File: src/rtl/jsu_pkg.sv
// ----------------------------------------------------------------------------
// jsu_pkg
// Types, character codes and decode helpers of the JSON string unescaper.
// ----------------------------------------------------------------------------
package jsu_pkg;

    typedef struct packed {
        logic [7:0] in_byte;
        logic       is_end;
    } t_in_req;

    typedef struct packed {
        logic [7:0] out_byte;
        logic       byte_valid;
        logic       last;
        logic       closed_by_quote;
    } t_out_req;

    typedef enum logic [3:0] {
        MODE_TEXT   = 4'd0,
        MODE_ESC    = 4'd1,
        MODE_HEX1   = 4'd2,
        MODE_WAITBS = 4'd3,
        MODE_WAITU  = 4'd4,
        MODE_HEX2   = 4'd5
    } t_mode;

    // Up to four results caused by one input request.
    typedef struct packed {
        logic [3:0][7:0] bytes;
        logic [2:0]      cnt;
        logic            term;
        logic            quote;
    } t_grp;

    localparam logic [7:0] CHR_QUOTE  = 8'h22;
    localparam logic [7:0] CHR_BSLASH = 8'h5C;
    localparam logic [7:0] CHR_U      = 8'h75;
    localparam logic [7:0] CHR_B      = 8'h62;
    localparam logic [7:0] CHR_F      = 8'h66;
    localparam logic [7:0] CHR_V      = 8'h76;
    localparam logic [7:0] CHR_N      = 8'h6E;
    localparam logic [7:0] CHR_R      = 8'h72;
    localparam logic [7:0] CHR_T      = 8'h74;

    localparam logic [15:0] HIGH_SURR_LO = 16'hD800;
    localparam logic [15:0] HIGH_SURR_HI = 16'hDBFF;
    localparam logic [15:0] LOW_SURR_LO  = 16'hDC00;
    localparam logic [15:0] LOW_SURR_HI  = 16'hDFFF;

    localparam logic [20:0] UTF8_LIM1   = 21'h00080;
    localparam logic [20:0] UTF8_LIM2   = 21'h00800;
    localparam logic [20:0] UTF8_LIM3   = 21'h10000;
    localparam logic [20:0] SUPPL_BASE  = 21'h10000;

    // Value of a hex digit; bit 4 set means the byte is not a hex digit.
    function automatic logic [4:0] hex_value(input logic [7:0] c);
        logic [4:0] v;
        v = 5'd16;
        if (c inside {[8'h30:8'h39]}) begin
            v = {1'b0, c[3:0]};
        end else if (c inside {[8'h61:8'h66], [8'h41:8'h46]}) begin
            v = {1'b0, c[3:0] + 4'd9};
        end
        return v;
    endfunction

    // Byte produced by a simple escape.
    function automatic logic [7:0] esc_map(input logic [7:0] c);
        logic [7:0] r;
        case (c)
            CHR_B:   r = 8'h08;
            CHR_F:   r = 8'h0C;
            CHR_V:   r = 8'h0B;
            CHR_N:   r = 8'h0A;
            CHR_R:   r = 8'h0D;
            CHR_T:   r = 8'h09;
            default: r = c;
        endcase
        return r;
    endfunction

    // UTF-8 encoding of one code point.
    function automatic t_grp utf8_encode(input logic [20:0] cp);
        t_grp g;
        g = '0;
        if (cp < UTF8_LIM1) begin
            g.bytes[0] = cp[7:0];
            g.cnt      = 3'd1;
        end else if (cp < UTF8_LIM2) begin
            g.bytes[0] = {3'b110, cp[10:6]};
            g.bytes[1] = {2'b10, cp[5:0]};
            g.cnt      = 3'd2;
        end else if (cp < UTF8_LIM3) begin
            g.bytes[0] = {4'b1110, cp[15:12]};
            g.bytes[1] = {2'b10, cp[11:6]};
            g.bytes[2] = {2'b10, cp[5:0]};
            g.cnt      = 3'd3;
        end else begin
            g.bytes[0] = {5'b11110, cp[20:18]};
            g.bytes[1] = {2'b10, cp[17:12]};
            g.bytes[2] = {2'b10, cp[11:6]};
            g.bytes[3] = {2'b10, cp[5:0]};
            g.cnt      = 3'd4;
        end
        return g;
    endfunction

endpackage

File: src/rtl/json_string_unescaper_unit.sv
// ----------------------------------------------------------------------------
// json_string_unescaper_unit
// JSON string body unescaper with UTF-16 escape to UTF-8 transcoding.
// ----------------------------------------------------------------------------
// The unit takes one byte of a JSON string body per request and returns the
// decoded bytes, one per output request. Plain bytes pass through, simple
// escapes become their control bytes or the escaped byte itself, and a \u
// escape (with surrogate pairs joined) becomes at most four UTF-8 bytes. An
// unescaped quote or the end flag closes the string with a result that has
// last set and byte_valid clear. Timing: a request is decoded in the cycle
// it is accepted, and its results appear from the next cycle on. A byte that
// yields one result or none keeps the input at one request per cycle while
// the output is not stalled. A \u escape that yields more than one UTF-8 byte
// stalls the input while the result register emits them, one byte per
// cycle unless the output stalls; the next request is accepted in the same
// cycle in which the last result of the previous group is taken.
module json_string_unescaper_unit (
    input  logic              i_clk,
    input  logic              i_rst_n,
    input  logic              i_in_valid,
    output logic              o_in_stall,
    input  jsu_pkg::t_in_req  i_in_req,
    output logic              o_out_valid,
    input  logic              i_out_stall,
    output jsu_pkg::t_out_req o_out_req
);

    // Result group of the request currently on the input.
    jsu_pkg::t_grp grp;
    // High when the input request is taken at this edge.
    logic          accept;

    // Escape and hex state machine; its state moves only on an accepted request.
    jsu_decoder u_dec (
        .i_clk    (i_clk),
        .i_rst_n  (i_rst_n),
        .i_accept (accept),
        .i_req    (i_in_req),
        .o_grp    (grp)
    );

    // Result register; it also decides when the input may be taken.
    jsu_serializer u_ser (
        .i_clk       (i_clk),
        .i_rst_n     (i_rst_n),
        .i_in_valid  (i_in_valid),
        .i_grp       (grp),
        .o_in_stall  (o_in_stall),
        .o_accept    (accept),
        .o_out_valid (o_out_valid),
        .i_out_stall (i_out_stall),
        .o_out_req   (o_out_req)
    );

endmodule

File: src/rtl/jsu_decoder.sv
// ----------------------------------------------------------------------------
// jsu_decoder
// Escape and hex state machine; turns one input request into a result group.
// ----------------------------------------------------------------------------
module jsu_decoder (
    input  logic            i_clk,
    input  logic            i_rst_n,
    input  logic            i_accept,
    input  jsu_pkg::t_in_req i_req,
    output jsu_pkg::t_grp   o_grp
);

    jsu_pkg::t_mode r_mode, n_mode;
    logic [11:0]    r_accum, n_accum;
    logic [1:0]     r_count, n_count;
    logic [9:0]     r_high, n_high;
    logic           r_bad, n_bad;

    logic [7:0]  c;
    logic [4:0]  hv;
    logic [3:0]  d;
    logic        nbad;
    logic [15:0] unit;
    logic [20:0] cp;
    logic        e_text;
    logic        e_esc;
    logic        emit;

    assign c    = i_req.in_byte;
    assign hv   = jsu_pkg::hex_value(c);
    assign d    = hv[4] ? 4'd0 : hv[3:0];
    assign nbad = r_bad | hv[4];
    assign unit = nbad ? 16'd0 : {r_accum, d};
    assign cp   = (r_mode == jsu_pkg::MODE_HEX2)
                ? jsu_pkg::SUPPL_BASE + {1'b0, r_high, unit[9:0]}
                : {5'd0, unit};

    // Next state.
    always_comb begin
        n_mode  = r_mode;
        n_accum = r_accum;
        n_count = r_count;
        n_high  = r_high;
        n_bad   = r_bad;
        e_text  = 1'b0;
        e_esc   = 1'b0;
        emit    = 1'b0;
        o_grp   = '0;
        if (i_req.is_end) begin
            n_mode     = jsu_pkg::MODE_TEXT;
            n_accum    = '0;
            n_count    = '0;
            n_high     = '0;
            n_bad      = 1'b0;
            o_grp.cnt  = 3'd1;
            o_grp.term = 1'b1;
        end else begin
            case (r_mode)
                jsu_pkg::MODE_ESC: begin
                    n_mode = jsu_pkg::MODE_TEXT;
                    e_esc  = 1'b1;
                end
                jsu_pkg::MODE_HEX1, jsu_pkg::MODE_HEX2: begin
                    n_accum = {r_accum[7:0], d};
                    n_count = r_count + 2'd1;
                    n_bad   = nbad;
                    if (r_count == 2'd3) begin
                        n_accum = '0;
                        n_count = '0;
                        n_bad   = 1'b0;
                        n_mode  = jsu_pkg::MODE_TEXT;
                        if (r_mode == jsu_pkg::MODE_HEX1) begin
                            if (unit == 16'd0 || (unit >= jsu_pkg::LOW_SURR_LO
                                    && unit <= jsu_pkg::LOW_SURR_HI)) begin
                                emit = 1'b0;
                            end else if (unit >= jsu_pkg::HIGH_SURR_LO
                                    && unit <= jsu_pkg::HIGH_SURR_HI) begin
                                n_high = unit[9:0];
                                n_mode = jsu_pkg::MODE_WAITBS;
                            end else begin
                                emit = 1'b1;
                            end
                        end else begin
                            n_high = '0;
                            emit   = (unit >= jsu_pkg::LOW_SURR_LO)
                                   && (unit <= jsu_pkg::LOW_SURR_HI);
                        end
                    end
                end
                jsu_pkg::MODE_WAITBS: begin
                    if (c == jsu_pkg::CHR_BSLASH) begin
                        n_mode = jsu_pkg::MODE_WAITU;
                    end else begin
                        n_mode = jsu_pkg::MODE_TEXT;
                        n_high = '0;
                        e_text = 1'b1;
                    end
                end
                jsu_pkg::MODE_WAITU: begin
                    if (c == jsu_pkg::CHR_U) begin
                        n_mode  = jsu_pkg::MODE_HEX2;
                        n_accum = '0;
                        n_count = '0;
                        n_bad   = 1'b0;
                    end else begin
                        n_mode = jsu_pkg::MODE_TEXT;
                        n_high = '0;
                        e_esc  = 1'b1;
                    end
                end
                default: begin
                    n_mode = jsu_pkg::MODE_TEXT;
                    e_text = 1'b1;
                end
            endcase

            if (e_text) begin
                if (c == jsu_pkg::CHR_QUOTE) begin
                    n_mode      = jsu_pkg::MODE_TEXT;
                    n_accum     = '0;
                    n_count     = '0;
                    n_high      = '0;
                    n_bad       = 1'b0;
                    o_grp.cnt   = 3'd1;
                    o_grp.term  = 1'b1;
                    o_grp.quote = 1'b1;
                end else if (c == jsu_pkg::CHR_BSLASH) begin
                    n_mode = jsu_pkg::MODE_ESC;
                end else begin
                    o_grp.bytes[0] = c;
                    o_grp.cnt      = 3'd1;
                end
            end

            if (e_esc) begin
                if (c == jsu_pkg::CHR_U) begin
                    n_mode  = jsu_pkg::MODE_HEX1;
                    n_accum = '0;
                    n_count = '0;
                    n_bad   = 1'b0;
                end else begin
                    o_grp.bytes[0] = jsu_pkg::esc_map(c);
                    o_grp.cnt      = 3'd1;
                end
            end

            if (emit) begin
                o_grp = jsu_pkg::utf8_encode(cp);
            end
        end
    end

    always_ff @(posedge i_clk) begin
        if (!i_rst_n) begin
            r_mode  <= jsu_pkg::MODE_TEXT;
            r_accum <= '0;
            r_count <= '0;
            r_high  <= '0;
            r_bad   <= 1'b0;
        end else if (i_accept) begin
            r_mode  <= n_mode;
            r_accum <= n_accum;
            r_count <= n_count;
            r_high  <= n_high;
            r_bad   <= n_bad;
        end
    end

endmodule

File: src/rtl/jsu_serializer.sv
// ----------------------------------------------------------------------------
// jsu_serializer
// Result register holding one result group; one result per cycle unless stalled.
// ----------------------------------------------------------------------------
module jsu_serializer (
    input  logic             i_clk,
    input  logic             i_rst_n,
    input  logic             i_in_valid,
    input  jsu_pkg::t_grp    i_grp,
    output logic             o_in_stall,
    output logic             o_accept,
    output logic             o_out_valid,
    input  logic             i_out_stall,
    output jsu_pkg::t_out_req o_out_req
);

    jsu_pkg::t_grp r_grp;
    logic          r_valid, n_valid;
    logic [1:0]    r_idx, n_idx;
    logic [2:0]    cnt_m1;
    logic          out_take;
    logic          grp_done;

    assign cnt_m1     = r_grp.cnt - 3'd1;
    assign out_take   = r_valid && !i_out_stall;
    assign grp_done   = out_take && ({1'b0, r_idx} == cnt_m1);
    assign o_in_stall = r_valid && !grp_done;
    assign o_accept   = i_in_valid && !o_in_stall;

    assign o_out_valid               = r_valid;
    assign o_out_req.out_byte        = r_grp.term ? 8'd0 : r_grp.bytes[r_idx];
    assign o_out_req.byte_valid      = !r_grp.term;
    assign o_out_req.last            = r_grp.term;
    assign o_out_req.closed_by_quote = r_grp.term && r_grp.quote;

    always_comb begin
        n_valid = r_valid;
        n_idx   = r_idx;
        if (o_accept && i_grp.cnt != 3'd0) begin
            n_valid = 1'b1;
            n_idx   = 2'd0;
        end else if (grp_done) begin
            n_valid = 1'b0;
            n_idx   = 2'd0;
        end else if (out_take) begin
            n_idx = r_idx + 2'd1;
        end
    end

    always_ff @(posedge i_clk) begin
        if (!i_rst_n) begin
            r_valid <= 1'b0;
            r_idx   <= 2'd0;
        end else begin
            r_valid <= n_valid;
            r_idx   <= n_idx;
        end
    end

    always_ff @(posedge i_clk) begin
        if (o_accept && i_grp.cnt != 3'd0) begin
            r_grp <= i_grp;
        end
    end

endmodule

File: config.mk
export PLATFORM = sky130hd
export DESIGN_NAME = json_string_unescaper_unit
export DESIGN_NICKNAME = d
export VERILOG_FILES = /design/src/rtl/jsu_pkg.sv /design/src/rtl/json_string_unescaper_unit.sv /design/src/rtl/jsu_decoder.sv /design/src/rtl/jsu_serializer.sv
export SDC_FILE = /design/constraint.sdc
export NUM_CORES = 1
export LEC_CHECK = 0
export CORE_UTILIZATION = 55
export DETAILED_ROUTE_END_ITERATION = 8
export DONT_BUFFER_PORTS = 1
export PLACE_DENSITY = 0.73
export SETUP_SLACK_MARGIN = 0.5
export SYNTH_ARGS = -nofsm -noshare
export SYNTH_HDL_FRONTEND = slang
export SYNTH_HIERARCHICAL = 1
export SYNTH_SLANG_ARGS = --single-unit
File: constraint.sdc
create_clock -name i_clk -period 4.6 [get_ports i_clk]
set_input_delay 0.92 -clock i_clk [delete_from_list [all_inputs] [get_ports i_clk]]
set_output_delay 0.92 -clock i_clk [all_outputs]
set_load 0.05 [all_outputs]
==> impl_metrics.yaml <==
place:
  port_buffers: 0
  gp_congestion: 0.942
  dp_hpwl_um: 8750
global_route:
  gr-usage-all-layers_pct: 28.6
  grt_max_degree: 38
  grt-ovfl-total: 0
  grt_pass1_vias: 3668
  grt_antenna_before_repair: 0
  grt_pass1_wl_um: 18800
detailed_routing:
  dr_wl_met2_um: 5620
  met1_length_um: 5170
  vias_per_cell: 6.71
  dr_wl_met3_um: 810
  first_pass_iters: 7
  dr_total_vias: 3948
  dr.max_layer_used: "met4"
  avgRoutedWirePerCell_um: 20.1
  drc: 0
  ant_nets: 0
  first_iter_violations: 410
  wl_um: 11800
die:
  ios: 26
  rows: 32
  die_h_um: 93.1
  fp.dieArea_um2: 8660
  core_area_um2: 7890
  start_util_pct: 57.8
  die_x_um: 93.1
clock_tree:
  cts_max_level: 3
  cts-root-buf: "clkbuf_8"
  clkSinkCount: 69
  clkTransAtPathRegs_ns: 0.08
  hold_buffers: 0
  cts_tree: "yes"
  cts_setup_buffers: 0
  cts_made_buffers: 9
  ctsResizeCount: 0
  insertion_delay_ns: 0.36
  clock_path_buffers: 2
synth:
  avgSynthCellArea_um2: 9.34
  synthArstFlopShare_pct: 0
  yosysUniqueCellTypes: 85
  postSynthCellCount: 488
  synth-seq-cells: 69
  yosysSeqAreaShare_pct: 38.4
  synth_ff_type: "edfxtp_1"
  syn-cell-area_um2: 4560
  yosys_warnings: 6
  synth_edf_count: 37
power:
  switching_share_pct: 24.7
  peakVddDrop_mv: 0.179
  p_int_uw: 1080
  seq_power_share_pct: 47.4
  comb_power_share_pct: 8.6
  power_density_nw_per_um2: 295
  power.leakage_uw: 0.00164
  p_clk_share_pct: 43.9
  p_sw_uw: 354
setup_path:
  critical_path_class: "input pin to flip-flop"
  cp.arrival_ns: 4.06
  cp-end-kind: "flip-flop"
  path_max_fanout: 10
  required_ns: 4.86
  startpoint_type: "input pin"
  rrSetupSlack_ns: 1.07
layout:
  final_util_pct: 61.6
  fin_nets: 500
  drive_above_1_share_pct: 12.6
  areaGrowthSynthToFinish_pct: 6.59
  fillers: 644
sta:
  worst_pin_slew_ns: 0.901
  fin_tns_setup_ns: 0
  hold_violations: 0
  setup_viol_count_final: 0
  post-route-period-util_pct: 82.7
  final_max_slew_viol_count: 0
  slew_headroom_pct: 39.0
  rsz0062_at_grt: "false"
  fmaxAchievable_mhz: 263
  fin_crit_ns: 3.80
  hold_ws_ns: 0.484
  skew_ns: 0.0142
job:
  drv_cap: 0
status:
  status: "complete, no violations"
min_path:
  hp-class: "flip-flop to flip-flop"
state kept, by name, indices dropped and copies added (netlist names):
name               cells
u_ser/r_grp           36
u_dec/r_accum         12
u_dec/r_high          10
u_dec/r_mode           4
u_dec/r_count          2
u_ser/r_idx            2
u_dec/r_bad            1
u_ser/o_out_req        1
u_ser/o_out_valid      1
power by group through the flow:
stage | clock (µW) | sequential [µW] | combinational (µW)
2_1_floorplan | 0 | 688 | 112
3_3_place_gp | 0 | 694 | 119
3_5_place_dp | 0 | 695 | 121
4_1_cts | 638 | 681 | 121
5_1_grt | 660 | 683 | 133
6_report | 631 | 681 | 124
per-layer routing:
layer  up-vias  global-route usage [%]
li1       1836                       -
met1      1903                    37.6
met3        27                    5.93
met4         0                    9.74
met2       182                    46.7
met5         -                       0
placed cells by master, fill, tap and decap left out, drive strengths merged, types with 4 or more instances in the layout:
master,netlist,final
a211oi,6,6
a21o,4,4
a21oi,31,31
a22o,8,8
a22oi,4,4
a311oi,6,6
a31oi,8,8
and2,14,14
and3,4,4
buf,23,7
clkbuf,6,9
dfxtp,32,32
edfxtp,37,37
ha,7,7
inv,19,22
mux4,8,8
nand2,50,50
nand2b,9,9
nand3,16,16
nand3b,7,7
nand4,9,9
nor2,45,45
nor2b,6,7
nor3,13,13
nor4,6,6
o21ai,39,39
o41ai,4,4
or2,5,5
xnor2,4,4
xor2,4,4
synth_stat cells, types with 10 or more instances:
master	instances	share of area, %
nand2_1	50	4.1
nor2_1	45	3.7
edfxtp_1	37	24
dfxtp_1	32	14
a21oi_1	26	2.9
o21ai_0	25	2.7
inv_1	19	1.6
nand3_1	15	1.6
and2_1	13	1.8
buf_2	13	1.4
o21ai_1	12	1.3
nor3_1	10	1.1
path summary, 6_finish.rpt:
| kind | from | endpoint | cells past startpoint |
|---|---|---|---|
| setup reg to reg | u_dec/r_mode[0] | u_ser/r_grp[18] | 9 |
| setup / recovery | i_in_req[1] | u_ser/r_idx[0] | 11 |
| hold reg to reg | u_dec/r_count[1] | u_dec/r_count[1] | 2 |
| hold / removal | u_dec/r_count[1] | u_dec/r_count[1] | 2 |
stage by stage:
stage | setup slack [ns] | area [µm²] | power [µW] | std cells
finish | 0.798 | 4860 | 1440 | 588
global route | 0.648 | 4860 | 1480 | 587
CTS | 0.745 | 4840 | 1440 | 586
detailed placement | 0.387 | 4580 | 816 | 570
global placement | 0.529 | 4580 | 813 | 570
floorplan | 0.517 | 4570 | 800 | 490
kinds of logic (layout without fill, tap and decap cells):
family | after synthesis | in the layout | synth area share, %
AND/OR/NAND/NOR | 202 | 203 | 24.7
XOR/XNOR | 8 | 8 | 1.54
AO/OA/AOI/OAI | 144 | 144 | 23.2
adder cells (fa/ha/maj) | 7 | 7 | 1.92
buffers and inverters | 48 | 42 | 5.30
other | 1 | 4 | 0.0822
flip-flops | 69 | 69 | 38.4
multiplexers | 9 | 9 | 4.83
worst max-delay path, stage by stage:
cell,delay [ns]
inv_1,0.12
ha_1,0.28
or3b_1,0.42
and3_1,0.26
o21ai_1,0.37
o2111ai_2,0.30
nand3b_2,0.28
nor2_1,0.10
o31ai_2,0.54
nor2_1,0.14
nor4b_1,0.31
final cells by class:
cell class	count	area, µm²	area share [%]
multi-input cells	374	2600	53.5
inverters	19	71.3	1.47
clock inverters	7	130	2.68
repair buffers	7	52.6	1.08
diodes	1	2.50	0.0515
flip-flops and latches	69	1750	36.0
clock buffers	9	124	2.55
well taps	102	128	2.63
No activity file was read; power rests on OpenSTA's default activity.
